--- src/rtl/pla_pkg.sv ---
// ----------------------------------------------------------------------------
// pla_pkg
// shared widths, codes, command/status types and fixed-point helpers for the
// phong light accumulator
// ----------------------------------------------------------------------------
package pla_pkg;

  localparam int MAX_LIGHTS  = 8;
  localparam int LIGHT_IDX_W = $clog2(MAX_LIGHTS);
  localparam int COMP_W      = 21;
  localparam int VEC_W       = 63;
  localparam int LT_W        = 4 * VEC_W;
  localparam int FRAC        = 10;
  localparam int UFRAC       = 14;

  localparam int LCNT_W      = 4;
  localparam int SHIN_W      = 8;
  localparam int CFG_IDX_W   = 3;
  localparam int CNT_W       = 8;

  localparam int DIFF_W      = COMP_W + 1;
  localparam int SQ_W        = 2 * DIFF_W;
  localparam int ROOT_W      = SQ_W + 2;
  localparam int LEN_W       = DIFF_W;
  localparam int DIVN_W      = COMP_W + UFRAC;
  localparam int DIR_W       = UFRAC + 3;
  localparam int LAM_W       = 29;
  localparam int REF_W       = 25;
  localparam int DOT_W       = 48;
  localparam int POW_W       = 30;
  localparam int S2_W        = 31;
  localparam int ACC_W       = 41;
  localparam int SUM_W       = ACC_W + 2;
  localparam int MA_W        = 42;
  localparam int MB_W        = 32;
  localparam int PROD_W      = MA_W + MB_W;

  localparam logic [CNT_W-1:0] SQRT_STEPS = CNT_W'(SQ_W / 2 + 1);
  localparam logic [CNT_W-1:0] DIV_STEPS  = CNT_W'(DIVN_W);

  localparam logic [POW_W-1:0] POW_MAX = '1;
  localparam logic [POW_W-1:0] ONE_U   = POW_W'(1) << UFRAC;

  localparam logic signed [PROD_W-1:0] ACC_MAX = (PROD_W'(1) << (ACC_W - 1)) - PROD_W'(1);
  localparam logic signed [PROD_W-1:0] REF_MAX = (PROD_W'(1) << (REF_W - 1)) - PROD_W'(1);
  localparam logic signed [PROD_W-1:0] CMP_MAX = (PROD_W'(1) << (COMP_W - 1)) - PROD_W'(1);
  localparam logic signed [PROD_W-1:0] CMP_MIN = -(PROD_W'(1) << (COMP_W - 1));

  // input opcodes
  localparam logic OPC_LOAD  = 1'b0;
  localparam logic OPC_SHADE = 1'b1;

  // register indexes
  localparam logic [CFG_IDX_W-1:0] CFG_AMBIENT  = 3'd0;
  localparam logic [CFG_IDX_W-1:0] CFG_DIFFUSE  = 3'd1;
  localparam logic [CFG_IDX_W-1:0] CFG_SPECULAR = 3'd2;
  localparam logic [CFG_IDX_W-1:0] CFG_SHINE    = 3'd3;
  localparam logic [CFG_IDX_W-1:0] CFG_LCOUNT   = 3'd4;

  typedef enum logic [4:0] {
    OP_IDLE, OP_CLR, OP_RD, OP_DIFF, OP_SQ_MUL, OP_SQ_ACC, OP_SQRT_INIT, OP_SQRT_STEP,
    OP_DIV_INIT, OP_DIV_STEP, OP_DIV_DONE, OP_AMB, OP_LN_MUL, OP_LN_ACC, OP_LAM,
    OP_DIF_MUL, OP_DIF_ACC, OP_RF_MUL, OP_RF_ACC, OP_IR_MUL, OP_IR_ACC, OP_SD,
    OP_POW_MUL, OP_POW_ACC, OP_S2_MUL, OP_S2_ACC, OP_SP_MUL, OP_SP_ACC,
    OP_FIN_MUL, OP_FIN_ACC, OP_EMIT
  } op_t;

  typedef enum logic [1:0] {
    FIN_AMB, FIN_DIF, FIN_SPC, FIN_OUT
  } fin_t;

  typedef struct packed {
    op_t                    op;
    fin_t                   fin;
    logic [1:0]             comp;
    logic [LIGHT_IDX_W-1:0] light;
  } cmd_t;

  typedef struct packed {
    logic              lam_pos;
    logic [LCNT_W-1:0] nlights;
    logic [SHIN_W-1:0] shininess;
  } sts_t;

  function automatic logic signed [COMP_W-1:0] comp_of(input logic [VEC_W-1:0] w,
                                                       input logic [1:0] i);
    comp_of = $signed(w[i*COMP_W +: COMP_W]);
  endfunction

  function automatic logic signed [ACC_W-1:0] sat_acc(input logic signed [PROD_W-1:0] v);
    if (v > ACC_MAX) begin
      sat_acc = ACC_W'(ACC_MAX);
    end else if (v < -ACC_MAX) begin
      sat_acc = ACC_W'(-ACC_MAX);
    end else begin
      sat_acc = ACC_W'(v);
    end
  endfunction

  function automatic logic signed [REF_W-1:0] sat_ref(input logic signed [PROD_W-1:0] v);
    if (v > REF_MAX) begin
      sat_ref = REF_W'(REF_MAX);
    end else if (v < -REF_MAX) begin
      sat_ref = REF_W'(-REF_MAX);
    end else begin
      sat_ref = REF_W'(v);
    end
  endfunction

  function automatic logic signed [COMP_W-1:0] sat_comp(input logic signed [PROD_W-1:0] v);
    if (v > CMP_MAX) begin
      sat_comp = COMP_W'(CMP_MAX);
    end else if (v < CMP_MIN) begin
      sat_comp = COMP_W'(CMP_MIN);
    end else begin
      sat_comp = COMP_W'(v);
    end
  endfunction

endpackage

--- src/rtl/pla_ctrl.sv ---
// ----------------------------------------------------------------------------
// pla_ctrl
// sequencer: walks the lights and steps the datapath one operation a cycle
// ----------------------------------------------------------------------------
module pla_ctrl (
  input  logic            clk,
  input  logic            rst_n,
  input  logic            in_acc,
  input  logic            in_opcode,
  input  pla_pkg::sts_t   sts,
  output pla_pkg::cmd_t   cmd,
  output logic            busy
);

  typedef enum logic [5:0] {
    ST_IDLE, ST_CLR, ST_RD, ST_DIFF, ST_SQ_MUL, ST_SQ_ACC, ST_SQRT_INIT, ST_SQRT,
    ST_DIV_INIT, ST_DIV, ST_DIV_DONE, ST_AMB, ST_LN_MUL, ST_LN_ACC, ST_LAM,
    ST_DIF_MUL, ST_DIF_ACC, ST_RF_MUL, ST_RF_ACC, ST_IR_MUL, ST_IR_ACC, ST_SD,
    ST_POW_MUL, ST_POW_ACC, ST_S2_MUL, ST_S2_ACC, ST_SP_MUL, ST_SP_ACC, ST_NEXT,
    ST_FIN_MUL, ST_FIN_ACC, ST_EMIT
  } state_t;

  state_t                      state_r, state_nxt;
  logic [1:0]                  comp_r, comp_nxt;
  pla_pkg::fin_t               fin_r, fin_nxt;
  logic [pla_pkg::LCNT_W-1:0]  light_r, light_nxt;
  logic [pla_pkg::CNT_W-1:0]   cnt_r, cnt_nxt;
  logic                        last_comp;

  assign last_comp = (comp_r == 2'd2);

  always_comb begin
    state_nxt = state_r;
    comp_nxt  = comp_r;
    fin_nxt   = fin_r;
    light_nxt = light_r;
    cnt_nxt   = cnt_r;
    case (state_r)
      ST_IDLE: begin
        if (in_acc && (in_opcode == pla_pkg::OPC_SHADE)) begin
          state_nxt = ST_CLR;
        end
      end
      ST_CLR: begin
        light_nxt = '0;
        comp_nxt  = '0;
        fin_nxt   = pla_pkg::FIN_AMB;
        state_nxt = (sts.nlights == '0) ? ST_FIN_MUL : ST_RD;
      end
      ST_RD:   state_nxt = ST_DIFF;
      ST_DIFF: begin
        comp_nxt  = '0;
        state_nxt = ST_SQ_MUL;
      end
      ST_SQ_MUL: state_nxt = ST_SQ_ACC;
      ST_SQ_ACC: begin
        comp_nxt  = last_comp ? 2'd0 : comp_r + 2'd1;
        state_nxt = last_comp ? ST_SQRT_INIT : ST_SQ_MUL;
      end
      ST_SQRT_INIT: begin
        cnt_nxt   = '0;
        state_nxt = ST_SQRT;
      end
      ST_SQRT: begin
        cnt_nxt = cnt_r + 1'b1;
        if (cnt_r == pla_pkg::SQRT_STEPS - 1'b1) begin
          state_nxt = ST_DIV_INIT;
        end
      end
      ST_DIV_INIT: begin
        cnt_nxt   = '0;
        state_nxt = ST_DIV;
      end
      ST_DIV: begin
        cnt_nxt = cnt_r + 1'b1;
        if (cnt_r == pla_pkg::DIV_STEPS - 1'b1) begin
          state_nxt = ST_DIV_DONE;
        end
      end
      ST_DIV_DONE: begin
        comp_nxt  = last_comp ? 2'd0 : comp_r + 2'd1;
        state_nxt = last_comp ? ST_AMB : ST_DIV_INIT;
      end
      ST_AMB:    state_nxt = ST_LN_MUL;
      ST_LN_MUL: state_nxt = ST_LN_ACC;
      ST_LN_ACC: begin
        comp_nxt  = last_comp ? 2'd0 : comp_r + 2'd1;
        state_nxt = last_comp ? ST_LAM : ST_LN_MUL;
      end
      ST_LAM:     state_nxt = sts.lam_pos ? ST_DIF_MUL : ST_NEXT;
      ST_DIF_MUL: state_nxt = ST_DIF_ACC;
      ST_DIF_ACC: begin
        comp_nxt  = last_comp ? 2'd0 : comp_r + 2'd1;
        state_nxt = last_comp ? ST_RF_MUL : ST_DIF_MUL;
      end
      ST_RF_MUL: state_nxt = ST_RF_ACC;
      ST_RF_ACC: begin
        comp_nxt  = last_comp ? 2'd0 : comp_r + 2'd1;
        state_nxt = last_comp ? ST_IR_MUL : ST_RF_MUL;
      end
      ST_IR_MUL: state_nxt = ST_IR_ACC;
      ST_IR_ACC: begin
        comp_nxt  = last_comp ? 2'd0 : comp_r + 2'd1;
        state_nxt = last_comp ? ST_SD : ST_IR_MUL;
      end
      ST_SD: begin
        cnt_nxt   = '0;
        state_nxt = (sts.shininess == '0) ? ST_S2_MUL : ST_POW_MUL;
      end
      ST_POW_MUL: state_nxt = ST_POW_ACC;
      ST_POW_ACC: begin
        cnt_nxt   = cnt_r + 1'b1;
        state_nxt = (cnt_r + 1'b1 == sts.shininess) ? ST_S2_MUL : ST_POW_MUL;
      end
      ST_S2_MUL: state_nxt = ST_S2_ACC;
      ST_S2_ACC: state_nxt = ST_SP_MUL;
      ST_SP_MUL: state_nxt = ST_SP_ACC;
      ST_SP_ACC: begin
        comp_nxt  = last_comp ? 2'd0 : comp_r + 2'd1;
        state_nxt = last_comp ? ST_NEXT : ST_S2_MUL;
      end
      ST_NEXT: begin
        light_nxt = light_r + 1'b1;
        comp_nxt  = '0;
        fin_nxt   = pla_pkg::FIN_AMB;
        state_nxt = (light_r + 1'b1 == sts.nlights) ? ST_FIN_MUL : ST_RD;
      end
      ST_FIN_MUL: state_nxt = ST_FIN_ACC;
      ST_FIN_ACC: begin
        state_nxt = ST_FIN_MUL;
        case (fin_r)
          pla_pkg::FIN_AMB: fin_nxt = pla_pkg::FIN_DIF;
          pla_pkg::FIN_DIF: fin_nxt = pla_pkg::FIN_SPC;
          pla_pkg::FIN_SPC: fin_nxt = pla_pkg::FIN_OUT;
          default: begin
            fin_nxt  = pla_pkg::FIN_AMB;
            comp_nxt = last_comp ? 2'd0 : comp_r + 2'd1;
            if (last_comp) begin
              state_nxt = ST_EMIT;
            end
          end
        endcase
      end
      ST_EMIT: state_nxt = ST_IDLE;
      default: state_nxt = ST_IDLE;
    endcase
  end

  always_ff @(posedge clk) begin
    if (!rst_n) begin
      state_r <= ST_IDLE;
      comp_r  <= '0;
      fin_r   <= pla_pkg::FIN_AMB;
      light_r <= '0;
      cnt_r   <= '0;
    end else begin
      state_r <= state_nxt;
      comp_r  <= comp_nxt;
      fin_r   <= fin_nxt;
      light_r <= light_nxt;
      cnt_r   <= cnt_nxt;
    end
  end

  always_comb begin
    cmd.comp  = comp_r;
    cmd.fin   = fin_r;
    cmd.light = light_r[pla_pkg::LIGHT_IDX_W-1:0];
    case (state_r)
      ST_CLR:       cmd.op = pla_pkg::OP_CLR;
      ST_RD:        cmd.op = pla_pkg::OP_RD;
      ST_DIFF:      cmd.op = pla_pkg::OP_DIFF;
      ST_SQ_MUL:    cmd.op = pla_pkg::OP_SQ_MUL;
      ST_SQ_ACC:    cmd.op = pla_pkg::OP_SQ_ACC;
      ST_SQRT_INIT: cmd.op = pla_pkg::OP_SQRT_INIT;
      ST_SQRT:      cmd.op = pla_pkg::OP_SQRT_STEP;
      ST_DIV_INIT:  cmd.op = pla_pkg::OP_DIV_INIT;
      ST_DIV:       cmd.op = pla_pkg::OP_DIV_STEP;
      ST_DIV_DONE:  cmd.op = pla_pkg::OP_DIV_DONE;
      ST_AMB:       cmd.op = pla_pkg::OP_AMB;
      ST_LN_MUL:    cmd.op = pla_pkg::OP_LN_MUL;
      ST_LN_ACC:    cmd.op = pla_pkg::OP_LN_ACC;
      ST_LAM:       cmd.op = pla_pkg::OP_LAM;
      ST_DIF_MUL:   cmd.op = pla_pkg::OP_DIF_MUL;
      ST_DIF_ACC:   cmd.op = pla_pkg::OP_DIF_ACC;
      ST_RF_MUL:    cmd.op = pla_pkg::OP_RF_MUL;
      ST_RF_ACC:    cmd.op = pla_pkg::OP_RF_ACC;
      ST_IR_MUL:    cmd.op = pla_pkg::OP_IR_MUL;
      ST_IR_ACC:    cmd.op = pla_pkg::OP_IR_ACC;
      ST_SD:        cmd.op = pla_pkg::OP_SD;
      ST_POW_MUL:   cmd.op = pla_pkg::OP_POW_MUL;
      ST_POW_ACC:   cmd.op = pla_pkg::OP_POW_ACC;
      ST_S2_MUL:    cmd.op = pla_pkg::OP_S2_MUL;
      ST_S2_ACC:    cmd.op = pla_pkg::OP_S2_ACC;
      ST_SP_MUL:    cmd.op = pla_pkg::OP_SP_MUL;
      ST_SP_ACC:    cmd.op = pla_pkg::OP_SP_ACC;
      ST_FIN_MUL:   cmd.op = pla_pkg::OP_FIN_MUL;
      ST_FIN_ACC:   cmd.op = pla_pkg::OP_FIN_ACC;
      ST_EMIT:      cmd.op = pla_pkg::OP_EMIT;
      default:      cmd.op = pla_pkg::OP_IDLE;
    endcase
  end

  assign busy = (state_r != ST_IDLE);

endmodule

--- config.mk ---
export PLATFORM = sky130hd
export DESIGN_NAME = pla_ctrl
export DESIGN_NICKNAME = d
export VERILOG_FILES = /design/src/rtl/pla_pkg.sv /design/src/rtl/pla_ctrl.sv
export SDC_FILE = /design/constraint.sdc
export NUM_CORES = 1
export LEC_CHECK = 0
export ABC_AREA = 1
export ABC_CLOCK_PERIOD_IN_PS = 2200
export BUFFER_PORTS_ARGS = -buffer_cell sky130_fd_sc_hd__buf_2
export CELL_PAD_IN_SITES_DETAIL_PLACEMENT = 2
export CELL_PAD_IN_SITES_GLOBAL_PLACEMENT = 2
export CORE_MARGIN = 2
export CORE_UTILIZATION = 29
export CTS_CLUSTER_SIZE = 8
export DETAILED_ROUTE_END_ITERATION = 7
export GPL_ROUTABILITY_DRIVEN = 0
export GPL_TIMING_DRIVEN = 0
export PLACE_DENSITY = 0.78
export SLEW_MARGIN = 20
export SYNTH_ARGS = -nofsm -noshare
export SYNTH_HDL_FRONTEND = slang
export SYNTH_SLANG_ARGS = --single-unit
--- constraint.sdc ---
create_clock -name clk -period 2.2 [get_ports clk]
set_input_delay 0.55 -clock clk [delete_from_list [all_inputs] [get_ports clk]]
set_output_delay 0.55 -clock clk [all_outputs]
set_load 0.01 [all_outputs]
==> impl_results.html <==
<table>
<tr><th>Metric</th><th>Value</th></tr>
<tr><th colspan="2">Outcome</th></tr>
<tr><td>Status</td><td>completed</td></tr>
<tr><th colspan="2">Clock network</th></tr>
<tr><td>Post-CTS Hold Buffers</td><td>0</td></tr>
<tr><td>H-tree level count</td><td>1</td></tr>
<tr><td>Cell chosen for the clock root</td><td>sky130_fd_sc_hd__clkbuf_8</td></tr>
<tr><td>CTS clock-pin slew for the worst setup and hold paths</td><td>100 ps</td></tr>
<tr><td>Clock latency on the worst-skew pair</td><td>280 ps</td></tr>
<tr><td>Maximum clock path buffer count</td><td>2</td></tr>
<tr><td>CTS tree</td><td>yes</td></tr>
<tr><td>TritonCTS buffer count</td><td>3</td></tr>
<tr><td>Total number of clock tree sinks</td><td>26</td></tr>
<tr><th colspan="2">Setup path</th></tr>
<tr><td>Cells along the critical path</td><td>ha_1, xnor2_1, nand2_1, nor2_2, nand3_2, nand3b_1, nor3_2, nor2_2, nand3_2, nor2_1, nor2_1</td></tr>
<tr><td>Bufs and invs on worst path</td><td>0</td></tr>
<tr><td>Kind of end point of the critical path</td><td>register</td></tr>
<tr><td>Crit Reg-Reg Startpoint</td><td>light_r[0]</td></tr>
<tr><td>Peak fanout along the critical path</td><td>7</td></tr>
<tr><td>Cell with the largest stage delay on the worst path</td><td>sky130_fd_sc_hd__dfxtp_4</td></tr>
<tr><td>Required time of the critical path</td><td>2380 ps</td></tr>
<tr><td>Signal arrival time at the worst endpoint</td><td>2200 ps</td></tr>
<tr><td>Worst Setup Path Type</td><td>register to register</td></tr>
<tr><td>Critical Path Source</td><td>light_r[0]</td></tr>
<tr><td>Cell family with most CP delay</td><td>simple AND/OR/NAND/NOR gates</td></tr>
<tr><td>Max stage delay on crit path</td><td>390 ps</td></tr>
<tr><td>Kind of launch point of the worst setup path</td><td>register</td></tr>
<tr><th colspan="2">Timing</th></tr>
<tr><td>F_max</td><td>495.7 MHz</td></tr>
<tr><td>Headroom to the max-slew limit</td><td>64.47%</td></tr>
<tr><td>Final number of setup-violating endpoints</td><td>0</td></tr>
<tr><td>Setup TNS</td><td>0 ps</td></tr>
<tr><td>Least-Margin Pin Slew</td><td>533.0 ps</td></tr>
<tr><td>Final worst-path cycle share</td><td>91.69%</td></tr>
<tr><td>Final Hold Vio Count</td><td>0</td></tr>
<tr><td>Min cycle time layout</td><td>2017 ps</td></tr>
<tr><td>Largest clock skew in the final design</td><td>2.818 ps</td></tr>
<tr><td>Number of pins exceeding their max-slew limit in the final report</td><td>0</td></tr>
<tr><td>Setup repair after global routing missed its margin</td><td>true</td></tr>
<tr><th colspan="2">Yosys</th></tr>
<tr><td>Leading cell type by number of instances after synthesis</td><td>sky130_fd_sc_hd__nand2_1</td></tr>
<tr><td>Mapped Cells</td><td>398</td></tr>
<tr><td>Top cells by area in the synthesized netlist</td><td>sky130_fd_sc_hd__dfxtp_1 23%, sky130_fd_sc_hd__nand2_1 20%, sky130_fd_sc_hd__nand3_1 13%</td></tr>
<tr><td>EDFF count, synth</td><td>0</td></tr>
<tr><td>Synth Warn #</td><td>0</td></tr>
<tr><td>Proportion of synthesized flip-flops having asynchronous set or reset</td><td>0%</td></tr>
<tr><td>Mean cell area of the mapped netlist</td><td>5.574 um^2</td></tr>
<tr><td>Leading cell types by count after synthesis</td><td>117 x sky130_fd_sc_hd__nand2_1, 57 x sky130_fd_sc_hd__nand3_1, 56 x sky130_fd_sc_hd__nor2_1, 52 x sky130_fd_sc_hd__inv_1, 26 x sky130_fd_sc_hd__dfxtp_1</td></tr>
<tr><td>Cell type contributing the most total cell area after synthesis</td><td>sky130_fd_sc_hd__dfxtp_1</td></tr>
<tr><td>Synth Net Count</td><td>421</td></tr>
<tr><td>Most used flip-flop cell after synthesis</td><td>sky130_fd_sc_hd__dfxtp_1</td></tr>
<tr><td>Share of Yosys cell area claimed by the top area cell type</td><td>23.46%</td></tr>
<tr><td>Number of unique standard cell types used by synthesis</td><td>31</td></tr>
<tr><td>Fraction of the yosys area taken by sequential cells</td><td>23.46%</td></tr>
<tr><td>Register bit count reported by yosys</td><td>26</td></tr>
<tr><td>Cell area after synthesis</td><td>2218 um^2</td></tr>
<tr><th colspan="2">Detailed routing</th></tr>
<tr><td>ANT nets after route</td><td>0</td></tr>
<tr><td>Final routed wire length divided by cell count</td><td>15.65 um</td></tr>
<tr><td>Sum of routed wire length over all layers</td><td>8293 um</td></tr>
<tr><td>Via density per instance</td><td>5.100</td></tr>
<tr><td>Detailed router's first-iteration violation count</td><td>54</td></tr>
<tr><td>Number of optimization iterations in the first detailed-route pass</td><td>4</td></tr>
<tr><td>Total DRC errors in the routed layout</td><td>0</td></tr>
<tr><td>Vias after detailed routing</td><td>2703</td></tr>
<tr><th colspan="2">Floorplan</th></tr>
<tr><td>Starting density of the core</td><td>30.26%</td></tr>
<tr><td>Core area</td><td>7331 um^2</td></tr>
<tr><td>Number of placement rows</td><td>31</td></tr>
<tr><td>Top-Level Pins</td><td>30</td></tr>
<tr><td>Die X-Extent</td><td>91.46 um</td></tr>
<tr><td>Die height</td><td>91.46 um</td></tr>
<tr><td>Die Footprint</td><td>8365 um^2</td></tr>
<tr><th colspan="2">GRT</th></tr>
<tr><td>Wire length of the first global-routing pass</td><td>13750 um</td></tr>
<tr><td>Overflow after GRT</td><td>0</td></tr>
<tr><td>Number of antenna violations at the first check in global routing</td><td>0</td></tr>
<tr><td>Total global routing track utilization</td><td>20.26%</td></tr>
<tr><td>Pin count of the biggest net entering global routing</td><td>14</td></tr>
<tr><td>Vias in the first global route</td><td>2876</td></tr>
<tr><th colspan="2">Finish</th></tr>
<tr><td>Share of cells above drive strength 1</td><td>20.42%</td></tr>
<tr><td>Antenna cells</td><td>0</td></tr>
<tr><td>Utilization after layout</td><td>36.35%</td></tr>
<tr><td>Post-layout net count</td><td>456</td></tr>
<tr><td>Layout-stage area growth over the synthesis result</td><td>20.14%</td></tr>
<tr><th colspan="2">Job</th></tr>
<tr><td>Max-cap viol count</td><td>0</td></tr>
<tr><th colspan="2">Pwr</th></tr>
<tr><td>Maximum resistive drop on vdd</td><td>308.3 uV</td></tr>
<tr><td>Overall power after layout</td><td>1.825 mW</td></tr>
<tr><td>Power per cell area</td><td>684.8 nW/um^2</td></tr>
<tr><td>Leakage power</td><td>1.335 nW</td></tr>
<tr><th colspan="2">Hold path</th></tr>
<tr><td>Hold WC Path Type</td><td>register to register</td></tr>
<tr><td>Worst hold path startpoint</td><td>cnt_r[0]</td></tr>
<tr><th colspan="2">Place</th></tr>
<tr><td>HPWL reported at the end of detailed placement</td><td>6907 um</td></tr>
<tr><td>PortBufs</td><td>29</td></tr>
</table>
## worst paths after layout
check,endpoint,slack (ps),cells after the start
setup / recovery,cmd[9],180,11
hold / removal,cnt_r[0],480,1
setup reg to reg,cmd[9],180,11
hold reg to reg,cnt_r[0],480,1
## registers in the layout (all words and copies together), names as in the netlist
signal / flops
comp_r: 2
light_r: 4
cnt_r: 8
state_r: 5
cmd: 5
fin_r: 2
## layout make-up
| cell class | count | area (um^2) |
|---|---|---|
| buffer | 7 | 47.55 |
| tap | 99 | 123.9 |
| inverter | 56 | 210.2 |
| fill | 941 | 4666 |
| timing repair buffer | 30 | 152.6 |
| sequential | 26 | 536.8 |
| multi-input combinational | 309 | 1553 |
| clock buffer | 3 | 41.29 |
## kinds of logic (layout without fill, tap and decap cells)
| kind of cell | after synthesis | count (layout) | share of synthesized area [%] |
|---|---|---|---|
| flops | 26 | 26 | 23.46 |
| xor+xnor | 4 | 4 | 1.580 |
| buf+inv | 63 | 96 | 11.45 |
| simple gates | 253 | 253 | 48.79 |
| compound gates | 46 | 46 | 11.34 |
| fa+ha+maj | 6 | 6 | 3.384 |
## power by group
part	total [mW]	switching, mW	internal [mW]
Clock	0.293	0.169	0.123
Combinational	0.930	0.638	0.292
Sequential	0.602	0.0684	0.534
Total	1.82	0.875	0.950
## per-layer routing
layer / vias to the layer above / GRT usage, % / routed length, um
met5: - / 0 / 0
met4: 0 / 4.419 / 106
met3: 12 / 1.577 / 142
met2: 31 / 37.32 / 4273
met1: 1323 / 25.49 / 3771
li1: 1337 / - / -
## layout by cell type (no fill, tap or decap), types with 6 or more instances in the layout
cell type / Yosys / final
sky130_fd_sc_hd__nand2_1: 117 / 114
sky130_fd_sc_hd__nand3_1: 57 / 53
sky130_fd_sc_hd__inv_1: 52 / 52
sky130_fd_sc_hd__nor2_1: 56 / 45
sky130_fd_sc_hd__buf_2: 2 / 31
sky130_fd_sc_hd__a21oi_1: 23 / 22
sky130_fd_sc_hd__dfxtp_1: 26 / 17
sky130_fd_sc_hd__nor2_2: 8 / 15
sky130_fd_sc_hd__o21ai_0: 13 / 10
sky130_fd_sc_hd__dfxtp_2: 0 / 7
sky130_fd_sc_hd__nand4_1: 6 / 6
## what timing repair did
item,in CTS,in global routing
gates resized for setup,7,35
setup endpoints to repair,8,9
setup buffers,0,1
pin swaps,0,3
hold endpoints to repair,0,0
## per-stage QoR
stage                     instances  hold slack (ps)  area (um^2)  setup WS (ps)
after floorplan                 398            453.3         2218          351.2
after global routing            530            516.1         2665         -9.937
final                           530            481.3         2665          182.7
after detailed placement        526            492.1         2487         -94.03
after CTS                       529            506.1         2551          1.329
after global placement          526            466.6         2487         -8.716
Note: power is estimated with default switching activity, not from simulation.
